[config.mk]
export PLATFORM = sky130hd
export DESIGN_NAME = jtag_tap_scan_master_top
export DESIGN_NICKNAME = d
export VERILOG_FILES = /design/src/rtl/jtsm_pkg.sv /design/src/rtl/jtsm_csr.sv /design/src/rtl/jtsm_engine.sv /design/src/rtl/jtsm_out.sv /design/src/rtl/jtag_tap_scan_master_top.sv
export SDC_FILE = /design/constraint.sdc
export NUM_CORES = 1
export LEC_CHECK = 0
export ABC_AREA = 1
export BUFFER_PORTS_ARGS = -buffer_cell sky130_fd_sc_hd__clkbuf_2
export CORE_ASPECT_RATIO = 0.8
export CORE_UTILIZATION = 55
export CTS_BUF_LIST = sky130_fd_sc_hd__clkbuf_8
export DETAILED_ROUTE_END_ITERATION = 10
export GPL_ROUTABILITY_DRIVEN = 0
export PLACE_DENSITY_LB_ADDON = 0.25
export SKIP_CTS_REPAIR_TIMING = 1
export SLEW_MARGIN = 0
export SYNTH_ARGS = -nofsm -noshare
export SYNTH_HDL_FRONTEND = slang
export SYNTH_SLANG_ARGS = --single-unit
[constraint.sdc]
create_clock -name clock -period 5.1 [get_ports clock]
set_clock_uncertainty 0.15 [all_clocks]
set_input_delay 0.255 -clock clock [delete_from_list [all_inputs] [get_ports clock]]
set_output_delay 0.255 -clock clock [all_outputs]
set_load 0.1 [all_outputs]
[src/rtl/jtsm_pkg.sv]
package jtsm_pkg;

   localparam int MAX_SCAN_BITS  = 64;
   localparam int RESET_TMS_ONES = 128;

   localparam int CMD_W       = 3;
   localparam int SCAN_LEN_W  = 7;
   localparam int DATA_W      = 64;
   localparam int STATUS_W    = 2;
   localparam int PERIOD_W    = 16;
   localparam int STEP_W      = 8;
   localparam int CSR_ADDR_W  = 2;
   localparam int CSR_DATA_W  = 32;

   localparam logic [STEP_W-1:0] RESET_HDR_LEN = STEP_W'(RESET_TMS_ONES);
   localparam logic [STEP_W-1:0] IR_HDR_LEN    = STEP_W'(4);
   localparam logic [STEP_W-1:0] DR_HDR_LEN    = STEP_W'(3);

   localparam logic [CMD_W-1:0] CMD_TICK      = 3'd0;
   localparam logic [CMD_W-1:0] CMD_TAP_RESET = 3'd1;
   localparam logic [CMD_W-1:0] CMD_IR_SCAN   = 3'd2;
   localparam logic [CMD_W-1:0] CMD_DR_SCAN   = 3'd3;

   localparam logic [STATUS_W-1:0] STATUS_OK          = 2'd0;
   localparam logic [STATUS_W-1:0] STATUS_UNSUPPORTED = 2'd1;
   localparam logic [STATUS_W-1:0] STATUS_BUSY        = 2'd2;

   localparam logic [CSR_ADDR_W-1:0] CSR_HALF_PERIOD_ADDR = 2'd0;

   typedef struct packed {
      logic [CMD_W-1:0]      cmd;
      logic                  capture;
      logic [SCAN_LEN_W-1:0] scan_length;
      logic [DATA_W-1:0]     write_data;
      logic                  tdo;
   } req_type;

   typedef struct packed {
      logic                tck;
      logic                tms;
      logic                tdi;
      logic                busy_res;
      logic                done_res;
      logic [DATA_W-1:0]   read_data;
      logic [STATUS_W-1:0] status;
   } rsp_type;

endpackage

[src/rtl/jtsm_csr.sv]
module jtsm_csr (
   input  logic                              clock,
   input  logic                              reset,
   input  logic                              csr_psel,
   input  logic                              csr_penable,
   input  logic                              csr_pwrite,
   input  logic [jtsm_pkg::CSR_ADDR_W-1:0]   csr_paddr,
   input  logic [jtsm_pkg::CSR_DATA_W-1:0]   csr_pwdata,
   output logic [jtsm_pkg::CSR_DATA_W-1:0]   csr_prdata,
   output logic                              csr_pready,
   output logic [jtsm_pkg::PERIOD_W-1:0]     half_period
);
   import jtsm_pkg::*;

   logic [PERIOD_W-1:0] half_period_ff;
   logic [PERIOD_W-1:0] half_period_in;
   logic                wr_hit;

   assign csr_pready = 1'b1;
   assign wr_hit = csr_psel && csr_penable && csr_pwrite && csr_pready &&
                   (csr_paddr == CSR_HALF_PERIOD_ADDR);

   always_comb begin
      half_period_in = half_period_ff;
      if (wr_hit) begin
         half_period_in = csr_pwdata[PERIOD_W-1:0];
      end
   end

   always_ff @(posedge clock) begin
      if (reset) begin
         half_period_ff <= '0;
      end else begin
         half_period_ff <= half_period_in;
      end
   end

   always_comb begin
      csr_prdata = '0;
      if (csr_paddr == CSR_HALF_PERIOD_ADDR) begin
         csr_prdata = CSR_DATA_W'(half_period_ff);
      end
   end

   assign half_period = half_period_ff;

endmodule

[src/rtl/jtsm_engine.sv]
module jtsm_engine (
   input  logic                          clock,
   input  logic                          reset,
   input  logic                          accept,
   input  jtsm_pkg::req_type             req,
   input  logic [jtsm_pkg::PERIOD_W-1:0] half_period,
   output jtsm_pkg::rsp_type             result
);
   import jtsm_pkg::*;

   typedef enum logic [2:0] {
      KIND_IDLE,
      KIND_RESET,
      KIND_IR_W,
      KIND_IR_R,
      KIND_DR_W,
      KIND_DR_R
   } kind_type;

   kind_type              kind_ff, kind_in;
   logic [PERIOD_W-1:0]   phase_timer_ff, phase_timer_in;
   logic                  tck_ff, tck_in;
   logic                  tms_ff, tms_in;
   logic                  tdi_ff, tdi_in;
   logic [STEP_W-1:0]     step_ff, step_in;
   logic [SCAN_LEN_W-1:0] bit_index_ff, bit_index_in;
   logic [SCAN_LEN_W-1:0] scan_bits_ff, scan_bits_in;
   logic [DATA_W-1:0]     shift_out_ff, shift_out_in;
   logic [DATA_W-1:0]     shift_in_ff, shift_in_in;

   logic [STEP_W-1:0]     hdr_len;
   logic                  is_read;
   logic                  is_ir;
   logic [STEP_W-1:0]     step_nx;
   logic [SCAN_LEN_W-1:0] bit_nx;
   logic                  done;
   logic [STATUS_W-1:0]   status;

   assign is_read = (kind_ff == KIND_IR_R) || (kind_ff == KIND_DR_R);
   assign is_ir   = (kind_ff == KIND_IR_W) || (kind_ff == KIND_IR_R);

   always_comb begin
      case (kind_ff)
         KIND_RESET: hdr_len = RESET_HDR_LEN;
         KIND_IR_W,
         KIND_IR_R:  hdr_len = IR_HDR_LEN;
         default:    hdr_len = DR_HDR_LEN;
      endcase
   end

   always_comb begin
      kind_in        = kind_ff;
      phase_timer_in = phase_timer_ff;
      tck_in         = tck_ff;
      tms_in         = tms_ff;
      tdi_in         = tdi_ff;
      step_in        = step_ff;
      bit_index_in   = bit_index_ff;
      scan_bits_in   = scan_bits_ff;
      shift_out_in   = shift_out_ff;
      shift_in_in    = shift_in_ff;
      step_nx        = step_ff;
      bit_nx         = bit_index_ff;
      done           = 1'b0;
      status         = STATUS_OK;
      if (accept) begin
         if (req.cmd > CMD_DR_SCAN) begin
            status = STATUS_UNSUPPORTED;
         end else if (req.cmd != CMD_TICK && kind_ff != KIND_IDLE) begin
            status = STATUS_BUSY;
         end else if (kind_ff != KIND_IDLE) begin
            if (phase_timer_ff < half_period) begin
               phase_timer_in = phase_timer_ff + 1'b1;
            end else begin
               phase_timer_in = '0;
               if (tck_ff) begin
                  if (is_read && step_ff >= hdr_len && bit_index_ff < scan_bits_ff) begin
                     shift_in_in[bit_index_ff[5:0]] = req.tdo;
                  end
                  tck_in = 1'b0;
               end else begin
                  if (step_ff < hdr_len) begin
                     step_nx = step_ff + 1'b1;
                  end else begin
                     bit_nx = bit_index_ff + 1'b1;
                  end
                  step_in      = step_nx;
                  bit_index_in = bit_nx;
                  if (step_nx >= hdr_len &&
                      {1'b0, bit_nx} >= ({1'b0, scan_bits_ff} + 8'd2)) begin
                     kind_in = KIND_IDLE;
                     done    = 1'b1;
                  end else begin
                     tck_in = 1'b1;
                     if (step_nx < hdr_len) begin
                        if (kind_ff == KIND_RESET) begin
                           tms_in = 1'b1;
                        end else if (is_ir) begin
                           tms_in = (step_nx < 8'd2);
                        end else begin
                           tms_in = (step_nx == '0);
                        end
                     end else if (kind_ff == KIND_RESET) begin
                        tms_in = 1'b0;
                     end else begin
                        if (is_read) begin
                           tdi_in = 1'b0;
                        end
                        if (bit_nx < scan_bits_ff) begin
                           tms_in = (SCAN_LEN_W'(bit_nx + 7'd1) == scan_bits_ff);
                           if (!is_read) begin
                              tdi_in       = shift_out_ff[0];
                              shift_out_in = shift_out_ff >> 1;
                           end
                        end else begin
                           tms_in = (bit_nx == scan_bits_ff);
                        end
                     end
                  end
               end
            end
         end else if (req.cmd != CMD_TICK) begin
            case (req.cmd)
               CMD_TAP_RESET: begin
                  kind_in      = KIND_RESET;
                  scan_bits_in = '0;
               end
               CMD_IR_SCAN: begin
                  kind_in = req.capture ? KIND_IR_R : KIND_IR_W;
               end
               default: begin
                  kind_in = req.capture ? KIND_DR_R : KIND_DR_W;
               end
            endcase
            if (req.cmd != CMD_TAP_RESET) begin
               scan_bits_in = (req.scan_length > SCAN_LEN_W'(MAX_SCAN_BITS)) ?
                              SCAN_LEN_W'(MAX_SCAN_BITS) : req.scan_length;
            end
            shift_out_in   = (req.cmd == CMD_TAP_RESET) ? '0 : req.write_data;
            shift_in_in    = '0;
            step_in        = '0;
            bit_index_in   = '0;
            phase_timer_in = '0;
            tms_in         = 1'b1;
            tck_in         = 1'b1;
         end
      end
   end

   always_ff @(posedge clock) begin
      if (reset) begin
         kind_ff        <= KIND_IDLE;
         phase_timer_ff <= '0;
         tck_ff         <= 1'b0;
         tms_ff         <= 1'b0;
         tdi_ff         <= 1'b0;
         step_ff        <= '0;
         bit_index_ff   <= '0;
         scan_bits_ff   <= '0;
         shift_out_ff   <= '0;
         shift_in_ff    <= '0;
      end else begin
         kind_ff        <= kind_in;
         phase_timer_ff <= phase_timer_in;
         tck_ff         <= tck_in;
         tms_ff         <= tms_in;
         tdi_ff         <= tdi_in;
         step_ff        <= step_in;
         bit_index_ff   <= bit_index_in;
         scan_bits_ff   <= scan_bits_in;
         shift_out_ff   <= shift_out_in;
         shift_in_ff    <= shift_in_in;
      end
   end

   always_comb begin
      result.tck       = tck_in;
      result.tms       = tms_in;
      result.tdi       = tdi_in;
      result.busy_res  = (kind_in != KIND_IDLE);
      result.done_res  = done;
      result.read_data = shift_in_in;
      result.status    = status;
   end

endmodule

[src/rtl/jtsm_out.sv]
module jtsm_out (
   input  logic              clock,
   input  logic              reset,
   input  logic              load,
   input  jtsm_pkg::rsp_type result,
   input  logic              rsp_stall,
   output logic              rsp_valid,
   output jtsm_pkg::rsp_type rsp_data,
   output logic              full_stall
);
   import jtsm_pkg::*;

   logic    rsp_valid_ff, rsp_valid_in;
   rsp_type rsp_data_ff, rsp_data_in;

   assign full_stall = rsp_valid_ff && rsp_stall;

   always_comb begin
      rsp_valid_in = rsp_valid_ff;
      rsp_data_in  = rsp_data_ff;
      if (load) begin
         rsp_valid_in = 1'b1;
         rsp_data_in  = result;
      end else if (rsp_valid_ff && !rsp_stall) begin
         rsp_valid_in = 1'b0;
      end
   end

   always_ff @(posedge clock) begin
      if (reset) begin
         rsp_valid_ff <= 1'b0;
      end else begin
         rsp_valid_ff <= rsp_valid_in;
      end
      rsp_data_ff <= rsp_data_in;
   end

   assign rsp_valid = rsp_valid_ff;
   assign rsp_data  = rsp_data_ff;

endmodule

[src/rtl/jtag_tap_scan_master_top.sv]
// JTAG scan master clocked by tick transactions: each req transaction is one
// tick of the TCK divider and yields exactly one rsp transaction with the pin
// levels, busy/done flags, captured TDO bits and command status. A transaction
// is taken every clock cycle while the result register is empty or draining;
// its result appears next cycle. Each TCK phase spans half_period_ticks+1
// tick transactions; half_period_ticks sits at csr byte address 0 (bits 15:0).
// Commands: 1 TAP reset (128 TMS ones, then two zeros), 2 IR scan, 3 DR scan,
// each of up to 64 bits, LSB first; TDO is sampled on the tick TCK falls.
module jtag_tap_scan_master_top (
   input  logic                            clock,
   input  logic                            reset,
   input  logic                            req_valid,
   output logic                            req_stall,
   input  jtsm_pkg::req_type               req_data,
   output logic                            rsp_valid,
   input  logic                            rsp_stall,
   output jtsm_pkg::rsp_type               rsp_data,
   input  logic                            csr_psel,
   input  logic                            csr_penable,
   input  logic                            csr_pwrite,
   input  logic [jtsm_pkg::CSR_ADDR_W-1:0] csr_paddr,
   input  logic [jtsm_pkg::CSR_DATA_W-1:0] csr_pwdata,
   output logic [jtsm_pkg::CSR_DATA_W-1:0] csr_prdata,
   output logic                            csr_pready
);
   import jtsm_pkg::*;

   logic [PERIOD_W-1:0] half_period;
   logic                accept;
   logic                full_stall;
   rsp_type             result;

   assign req_stall = full_stall;
   assign accept    = req_valid && !full_stall;

   jtsm_csr u_csr (
      .clock       (clock),
      .reset       (reset),
      .csr_psel    (csr_psel),
      .csr_penable (csr_penable),
      .csr_pwrite  (csr_pwrite),
      .csr_paddr   (csr_paddr),
      .csr_pwdata  (csr_pwdata),
      .csr_prdata  (csr_prdata),
      .csr_pready  (csr_pready),
      .half_period (half_period)
   );

   jtsm_engine u_engine (
      .clock       (clock),
      .reset       (reset),
      .accept      (accept),
      .req         (req_data),
      .half_period (half_period),
      .result      (result)
   );

   jtsm_out u_out (
      .clock      (clock),
      .reset      (reset),
      .load       (accept),
      .result     (result),
      .rsp_stall  (rsp_stall),
      .rsp_valid  (rsp_valid),
      .rsp_data   (rsp_data),
      .full_stall (full_stall)
   );

endmodule
==> results of run 1 <==
## state kept, by name, indices dropped and copies added (netlist names), 3 cells and up
name and cells:
u_engine.shift_out_ff 64, u_engine.phase_timer_ff 16, u_engine.step_ff 8, u_engine.shift_in_ff 64
u_csr.half_period 16, u_out.rsp_data 71, u_engine.bit_index_ff 7, u_engine.scan_bits_ff 7
u_engine.kind_ff 3
## Yosys cell counts (all sizes together)
library cell,n,share of area (%)
nand2,404,11
nor2,251,7.7
dfxtp,189,28
a21oi,136,5.1
inv,118,3.3
nand3,98,3.7
edfxtp,71,16
o21ai,69,2.7
a22oi,63,3.6
clkbuf,55,1.6
buf,48,2.7
ha,46,4.3
nor3,41,1.8
a31oi,36,1.7
xor2,17,1.2
nand4,14,0.66
o21bai,14,0.79
a211oi,12,0.68
o211ai,11,0.62
nand3b,9,0.51
xnor2,8,0.53
nor4,3,0.14
or2,3,0.14
a21o,2,0.11
clkinv,2,0.056
conb,2,0.056
nor3b,1,0.056
o21a,1,0.056
o21ba,1,0.075
o22ai,1,0.047
o31ai,1,0.056
## cell families (layout without fill, tap and decap cells)
kind of cell / count (synthesis) / after routing / synth area share (%)
AND/OR/NAND/NOR: 824 / 824 / 26.3
buffers and inverters: 223 / 500 / 7.65
AO/OA/AOI/OAI: 347 / 347 / 15.5
adder cells (fa/ha/maj): 46 / 46 / 4.33
XOR/XNOR: 25 / 25 / 1.70
flip-flops: 260 / 260 / 44.5
other: 2 / 17 / 0.0565
## power by group through the flow
stage,Combinational [mW],Clock (mW),Sequential [mW]
after floorplan,0.735,0,2.49
after global placement,1.12,0,2.31
after detailed placement,1.14,0,2.31
after CTS,1.14,1.76,2.27
after global routing,1.33,1.86,2.28
final,1.22,1.73,2.27
## cell type report
cell class,instances,area share [%]
clock buffer,50,4.28
clock inverter,28,0.740
inverter,120,2.80
multi-input combinational,1259,40.1
sequential,260,36.8
tap,312,2.43
timing repair buffer,302,12.8
## worst reg2reg max path, delay by kind of cell (launching register included)
kind | cells | cell delay [ns]
buffers and inverters | 3 | 0.55
DFF | 1 | 0.36
and+or+nand+nor | 12 | 2.09
xor gates and xnor gates | 1 | 0.22
AOI/OAI and AO/OA | 2 | 0.44
adders and majority gates | 2 | 0.65
## final timing paths
check	from	end	slack [ns]	cells after the start
worst max-delay path	u_engine.kind_ff[2]$_SDFF_PP0_	u_engine.shift_out_ff[28]$_SDFFE_PP0P_	0.50	20
worst min-delay path	req_data[49]	u_engine.shift_out_ff[48]$_SDFFE_PP0P_	-0.09	5
worst max register to register	u_engine.kind_ff[2]$_SDFF_PP0_	u_engine.shift_out_ff[28]$_SDFFE_PP0P_	0.50	20
worst min register to register	u_engine.shift_in_ff[48]$_SDFF_PP0_	u_engine.shift_in_ff[48]$_SDFF_PP0_	0.33	2
## routing by layer
layer / track usage [%] / part of all wire (%) / vias up
li1: - / - / 6304
met3: 7.63 / 9.3 / 76
met2: 42.1 / 45 / 573
met5: 0 / 0 / -
met1: 38.9 / 43 / 5920
met4: 7.55 / 2.1 / 0
==> results_dict.tcl, run 1 <==
set metrics [dict create \
    fin_ws_ns 0.504 \
    multi_input_area_um2 6440 \
    cpPeakStageDelay_ns 0.51 \
    period_share_pct 90.1 \
    dpl.hpwl_um 23500 \
    swShare_pct 33.9 \
    drtIter0Drc 1230 \
    final_util_pct 68.1 \
    slew_violations 0 \
    gr-total-overflow 0 \
    leakagePower_nw 7.24 \
    place_area_um2 14300 \
    drcViolationCount 0 \
    seq_area_frac_synth_pct 44.5 \
    crit_type "reg2reg" \
    status "finished with violations" \
    clockBufferDepth 3 \
    h-tree-depth 2 \
    hp-class "in2reg" \
    pwr-share-clk_pct 33.2 \
    yosysWarnings 0 \
    synth_seq_cells 260 \
    crit_path_frequent_cell "nand2_1" \
    power_mw 5.22 \
    cts_sinks 260 \
    end_kind "register" \
    seqPwrFrac_pct 43.5 \
    fillers 1923 \
    ir_worst_vdd_mv 0.213 \
    whs_ns -0.0891 \
    violations "negative hold slack" \
    cts_tree "done" \
    critical_path_buf_inv_count 3 \
    synth.distinct_cells 46 \
    hold_viol 2 \
    cts.clk_slew.worst_paths_ns 0.07 \
    die_x_um 176 \
    rows 50 \
    grt_usage_pct 27.8 \
    seq_area_um2 5920 \
    routed_via_density 5.52 \
    drtAntennaViolNets 0 \
    wl_per_cell_um 16.0 \
    period_minus_slack_ns 4.60 \
    p_int_mw 3.45 \
    setup_tns_ns 0 \
    max_slew.worst_pin.slew_ns 1.12 \
    numCtsBuffers 42 \
    critPathTopFamily "simple AND/OR/NAND/NOR gates" \
    antenna_found_initial 0 \
    critPathArrivalTime_ns 4.88 \
    die_y_um 141 \
    cap_viol_max_count 0 \
    start_util_pct 56.4 \
    wl_um 37400 \
    fmax_mhz 218 \
    max_slew_margin_pct 25.0 \
    rsz0062_at_grt "no" \
    cp.required_ns 5.39 \
    grt_pass1_vias 11200 \
    finalNetCount 2148 \
    layout_commonest_cell "nand2_1" \
    port_buffers 189 \
    syn_inst 1727 \
    core_area_um2 23600 \
    pwr-share-comb_pct 23.3 \
    clk_latency_ns 0.55 \
    p_per_area_nw_per_um2 325 \
    setup_viol 0 \
    grt_max_degree 84 \
    dp_cells 2157 \
    crit_chain "nor3_1 > inv_1 > ha_1 > a21o_1 > nor2_2 > nand2_2 > nor4_1 > xor2_1 > inv_1 > ha_1 > nand3_1 > nor2_2 > nand2_1 > nand2_1 > nand4_1 > a21oi_4 > buf_12 > nand2_1 > nand2_1 > nor2_1" \
    worstPathMaxFanout 68 \
    crit_slowest_cell "nor3_1" \
    num_vias 12900 \
    layout_common_cells "nand2_1, nor2_1, dfxtp_1" \
    net-switching-power_mw 1.77 \
    cts_root_buf "clkbuf_8" \
    dp_slack_ns 0.673 \
    worst_setup_path_start_kind "register" \
    syn_avg_cell_area_um2 7.70 \
    die-area_um2 24800 \
    dr.pass1.iters 7 \
    diodes 0 \
    drive_above_1_share_pct 16.0 \
    layout.cell_area.non_filler_um2 16100 \
    synthesis.area_um2 13300 \
    area_delta_synth_final_pct 20.8 \
    stdcell_count 2331 \
    io_pins 223 \
    grt_pass1_wl_um 55900 \
]
(Power assumes the default switching activity.)
==> inputs of run 2 (changes only) <==
--- a/config.mk
+++ b/config.mk
@@ -6,11 +6,11 @@
 export NUM_CORES = 1
 export LEC_CHECK = 0
 export ABC_AREA = 1
-export BUFFER_PORTS_ARGS = -buffer_cell sky130_fd_sc_hd__clkbuf_2
 export CORE_ASPECT_RATIO = 0.8
 export CORE_UTILIZATION = 55
 export CTS_BUF_LIST = sky130_fd_sc_hd__clkbuf_8
 export DETAILED_ROUTE_END_ITERATION = 10
+export DONT_BUFFER_PORTS = 1
 export GPL_ROUTABILITY_DRIVEN = 0
 export PLACE_DENSITY_LB_ADDON = 0.25
 export SKIP_CTS_REPAIR_TIMING = 1
==> run 2 against run 1 <==
Against the previous run:
- combinational power shrank 22%
- sequential power is 8.8% higher
- critical endpoint is now u_engine.shift_out_ff[25]$_SDFFE_PP0P_
- the flow still finishes with violations (negative hold slack)
- largest cell class unchanged
- final cell count shrank 8.0%
- clock power up 2%
- sequential cell count unchanged
- power decreased by 0.32%
- routed wire length shrank 2.3%
==> results_dict.tcl, run 2 (synthesized netlist as in run 1, its figures left out) <==
set metrics [dict create \
    die-area_um2 24800 \
    antenna_found_initial 1 \
    clockBufferDepth 3 \
    worst_setup_path_start_kind "register" \
    num_vias 12200 \
    worstPathMaxFanout 55 \
    grt_max_degree 97 \
    dpl.hpwl_um 23200 \
    finalNetCount 1964 \
    leakagePower_nw 6.43 \
    ir_worst_vdd_mv 0.247 \
    reg2reg_slack_ns 0.40 \
    timing.rr.start "u_engine.kind_ff[2]$_SDFF_PP0_" \
    grt_pass1_vias 10600 \
    crit_type "reg2reg" \
    setup_viol 0 \
    wl_per_cell_um 17.0 \
    violations "negative hold slack" \
    drtIter0Drc 1217 \
    gr-total-overflow 0 \
    numCtsBuffers 42 \
    timing.rr.end "u_engine.shift_out_ff[25]$_SDFFE_PP0P_" \
    crit_path_end "u_engine.shift_out_ff[25]$_SDFFE_PP0P_" \
    drtAntennaViolNets 0 \
    grt_usage_pct 27.4 \
    cap_viol_max_count 0 \
    rsz0062_at_grt "no" \
    cts_sinks 260 \
    wl_um 36500 \
    die_x_um 176 \
    area_delta_synth_final_pct 14.5 \
    cts_tree "done" \
    period_minus_slack_ns 4.70 \
    dr.pass1.iters 5 \
    status "finished with violations" \
    period_share_pct 92.2 \
    drcViolationCount 0 \
    setup_tns_ns 0 \
    hold_path.startpoint "req_data[75]" \
    whs_ns -0.0480 \
    critPathArrivalTime_ns 4.99 \
    core_area_um2 23600 \
    slew_violations 0 \
    clk_latency_ns 0.56 \
    dp_cells 1967 \
    io_pins 223 \
    cts_root_buf "clkbuf_8" \
    rows 50 \
    hold_viol 1 \
    cp.required_ns 5.39 \
    largest_register_ffs 71 \
    cts.clk_slew.worst_paths_ns 0.06 \
    grt_pass1_wl_um 54800 \
    crit_start "u_engine.kind_ff[2]$_SDFF_PP0_" \
    power_mw 5.20 \
    p_per_area_nw_per_um2 342 \
    routed_via_density 5.70 \
    layout_commonest_cell "nand2_1" \
    max_slew.worst_pin.slew_ns 1.12 \
    fmax_mhz 213 \
    drive_above_1_share_pct 8.30 \
    layout_common_cells "nand2_1, nor2_1, dfxtp_1" \
    end_kind "register" \
    port_buffers 0 \
    h-tree-depth 2 \
    final_util_pct 64.6 \
    die_y_um 141 \
    hp-class "in2reg" \
    stdcell_count 2145 \
    max_slew_margin_pct 25.3 \
    reg2regPathDepth 20 \
    start_util_pct 56.4 \
]
-- run 2: changes by cell type in the layout (fill, tap and decap cells not counted), moves of 2 or more --
cell           change
clkbuf_8           -4
nor2_1            -16
inv_1              -4
clkinv_2           +3
dlygate4sd3_1      +5
nor2_2            +16
bufinv_16          +2
clkbuf_2         -188
-- run 2: stage by stage --
stage               worst slack [ns]  cell area [um2]
floorplan                      0.993            13400
global placement               0.588            13400
detailed placement             0.484            13400
CTS                            0.473            14200
global route                  0.0134            15200
finish                         0.398            15200
-- run 2: how the worst min path moves through the flow --
| stage | cells after the start | endpoint |
|---|---|---|
| 6_report | 5 | u_engine.kind_ff[1]$_SDFF_PP0_ |
| 5_1_grt | 5 | u_engine.kind_ff[1]$_SDFF_PP0_ |
| 4_1_cts | 1 | u_engine.shift_in_ff[17]$_SDFF_PP0_ |
| 3_5_place_dp | 1 | u_engine.scan_bits_ff[1]$_SDFFE_PP0P_ |
| 3_3_place_gp | 1 | u_engine.scan_bits_ff[4]$_SDFFE_PP0P_ |
| 2_1_floorplan | 2 | u_engine.scan_bits_ff[0]$_SDFFE_PP0P_ |
-- run 2: power breakdown --
part	internal, mW	switching [mW]
Combinational	0.303	0.653
Sequential	2.21	0.259
Clock	0.934	0.840
-- run 2: worst max-delay path, cell delays in order, from the launching register on --
cell	delay, ns
dfxtp_1	0.36
nor3_1	0.46
inv_1	0.17
ha_1	0.35
a21o_1	0.20
nor2_2	0.11
nand2_2	0.17
nor4_1	0.42
xor2_1	0.25
inv_1	0.09
ha_1	0.29
nand3_1	0.10
nor2_2	0.13
nand2_1	0.07
nand2_1	0.10
nand4_1	0.14
a21oi_4	0.19
buf_4	0.51
nand2_1	0.12
nand2_1	0.11
nor2_1	0.05
-- run 2: cell type report --
class | instances | area (um2)
antenna | 1 | 2.50
clock buffer | 46 | 633
clock inverter | 29 | 179
fill | 1927 | 8360
inverter | 120 | 450
multi-input combinational | 1259 | 6480
sequential | 260 | 5920
tap | 312 | 390
timing repair buffer | 118 | 1170
-- run 2: layer usage --
metal	share of wire, %	vias up	track usage [%]	wire, um
met5	0	-	0	0
met4	2.7	0	8.83	1000
met3	9.2	93	8.28	3340
met2	44	531	40.1	16100
met1	44	5660	38.5	16100
li1	-	5941	-	-
==> inputs of run 3 (changes only) <==
--- a/config.mk
+++ b/config.mk
@@ -12,6 +12,7 @@
 export DETAILED_ROUTE_END_ITERATION = 10
 export DONT_BUFFER_PORTS = 1
 export GPL_ROUTABILITY_DRIVEN = 0
+export MAX_ROUTING_LAYER = met4
 export PLACE_DENSITY_LB_ADDON = 0.25
 export SKIP_CTS_REPAIR_TIMING = 1
 export SLEW_MARGIN = 0
==> run 3 against run 2 <==
Against the previous run:
- first-iteration DRC count up 1.8%
- clock power barely moved
- sequential cell count is the same
- final area unchanged
- clock-buffer cell count is the same
- via count barely moved
- sequential power is essentially flat
- the flow still finishes with violations (negative hold slack)
- critical path depth did not move
- critical endpoint unchanged
- routed wire length increased by 0.18%
- die area did not move
- core utilization did not move
==> results_dict.tcl, run 3 (synthesized netlist as in run 1, its figures left out) <==
set metrics [dict create \
    status "finished with violations" \
    violations "negative hold slack" \
    grt_usage_pct 28.3 \
    dpl.hpwl_um 23200 \
    core_area_um2 23600 \
    largest_register_ffs 71 \
    drtAntennaViolNets 0 \
    worst_setup_path_start_kind "register" \
    grt_pass1_vias 10600 \
    power_mw 5.20 \
    die-area_um2 24800 \
    timing.rr.start "u_engine.kind_ff[2]$_SDFF_PP0_" \
    port_buffers 0 \
    crit_start "u_engine.kind_ff[2]$_SDFF_PP0_" \
    routed_via_density 5.70 \
    clockBufferDepth 3 \
    p_per_area_nw_per_um2 342 \
    layout_commonest_cell "nand2_1" \
    setup_tns_ns 0 \
    dp_cells 1967 \
    crit_path_end "u_engine.shift_out_ff[25]$_SDFFE_PP0P_" \
    slew_violations 0 \
    wl_um 36600 \
    wl_per_cell_um 17.0 \
    start_util_pct 56.4 \
    h-tree-depth 2 \
    num_vias 12200 \
    io_pins 223 \
    cts_sinks 260 \
    cpPeakStageDelay_ns 0.51 \
    max_slew_margin_pct 26.1 \
    numCtsBuffers 42 \
    cts_tree "done" \
    finalNetCount 1964 \
    period_share_pct 91.9 \
    drcViolationCount 0 \
    reg2reg_slack_ns 0.41 \
    stdcell_count 2145 \
    period_minus_slack_ns 4.69 \
    grt_max_degree 97 \
    crit_path_frequent_cell "nand2_1" \
    timing.rr.end "u_engine.shift_out_ff[25]$_SDFFE_PP0P_" \
    hp-class "in2reg" \
    crit_slowest_cell "buf_4" \
    drtIter0Drc 1239 \
    clk_latency_ns 0.57 \
    dr.pass1.iters 6 \
    final_util_pct 64.6 \
    max_slew.worst_pin.slew_ns 1.11 \
    fmax_mhz 213 \
    rows 50 \
    end_kind "register" \
    leakagePower_nw 6.43 \
    die_y_um 141 \
    hold_viol 1 \
    reg2regPathDepth 20 \
    die_x_um 176 \
    rsz0062_at_grt "no" \
    ir_worst_vdd_mv 0.247 \
    cap_viol_max_count 0 \
    crit_chain "nor3_1 > inv_1 > ha_1 > a21o_1 > nor2_2 > nand2_2 > nor4_1 > xor2_1 > inv_1 > ha_1 > nand3_1 > nor2_2 > nand2_1 > nand2_1 > nand4_1 > a21oi_4 > buf_4 > nand2_1 > nand2_1 > nor2_1" \
    setup_viol 0 \
    layout_common_cells "nand2_1, nor2_1, dfxtp_1" \
    gr-total-overflow 0 \
    worstPathMaxFanout 55 \
    area_delta_synth_final_pct 14.5 \
    cts.clk_slew.worst_paths_ns 0.06 \
    grt_pass1_wl_um 54700 \
    cp.required_ns 5.39 \
    critPathArrivalTime_ns 4.98 \
    drive_above_1_share_pct 8.30 \
    antenna_found_initial 1 \
    crit_type "reg2reg" \
    whs_ns -0.0523 \
    cts_root_buf "clkbuf_8" \
]
run 3: cell counts in the layout (fill, tap and decap cells not counted):
No cell type changed its count.
run 3: per-stage QoR:
step	setup slack, ns	cell area (um2)	hold WS, ns
4_1_cts	0.473	14200	-0.411
2_1_floorplan	0.993	13400	0.250
3_3_place_gp	0.588	13400	0.184
6_report	0.412	15200	-0.0523
3_5_place_dp	0.484	13400	0.185
5_1_grt	0.0133	15200	-0.00102
run 3: power by group:
group	leakage [nW]	switching (mW)	internal, mW
sequential	2.25	0.259	2.21
clock	0.480	0.842	0.934
combinational	3.70	0.652	0.303
total	6.43	1.75	3.45
run 3: layout make-up:
class	count	area, um2
Fill cell	1927	8360
Antenna cell	1	2.50
Clock buffer	46	633
Clock inverter	29	179
Inverter	120	450
Multi-Input combinational cell	1259	6480
Tap cell	312	390
Timing Repair Buffer	118	1170
Sequential cell	260	5920
run 3: critical path: cells and delay by family, from the launching register on:
kind | cells | cell delay, ns
simple gates | 12 | 1.98
buf+inv | 3 | 0.75
fa+ha+maj | 2 | 0.64
compound gates | 2 | 0.39
flops | 1 | 0.36
xor+xnor | 1 | 0.25
run 3: metal layers:
metal	global-route usage, %	vias up	share of wire (%)
met2	40.2	550	45
met3	7.50	90	9.6
li1	-	5939	-
met5	-	-	0
met1	38.9	5643	43
met4	8.83	0	2.6
run 3: worst min-delay path by stage:
stage	startpoint	to	slack, ns	depth (start not counted)
2_1_floorplan	req_data[65]	u_engine.scan_bits_ff[0]$_SDFFE_PP0P_	0.25	2
3_3_place_gp	reset	u_engine.scan_bits_ff[4]$_SDFFE_PP0P_	0.18	1
3_5_place_dp	reset	u_engine.scan_bits_ff[1]$_SDFFE_PP0P_	0.19	1
4_1_cts	reset	u_engine.shift_in_ff[17]$_SDFF_PP0_	-0.41	1
5_1_grt	req_data[75]	u_engine.kind_ff[1]$_SDFF_PP0_	-0.001	5
6_report	req_data[75]	u_engine.kind_ff[1]$_SDFF_PP0_	-0.05	5
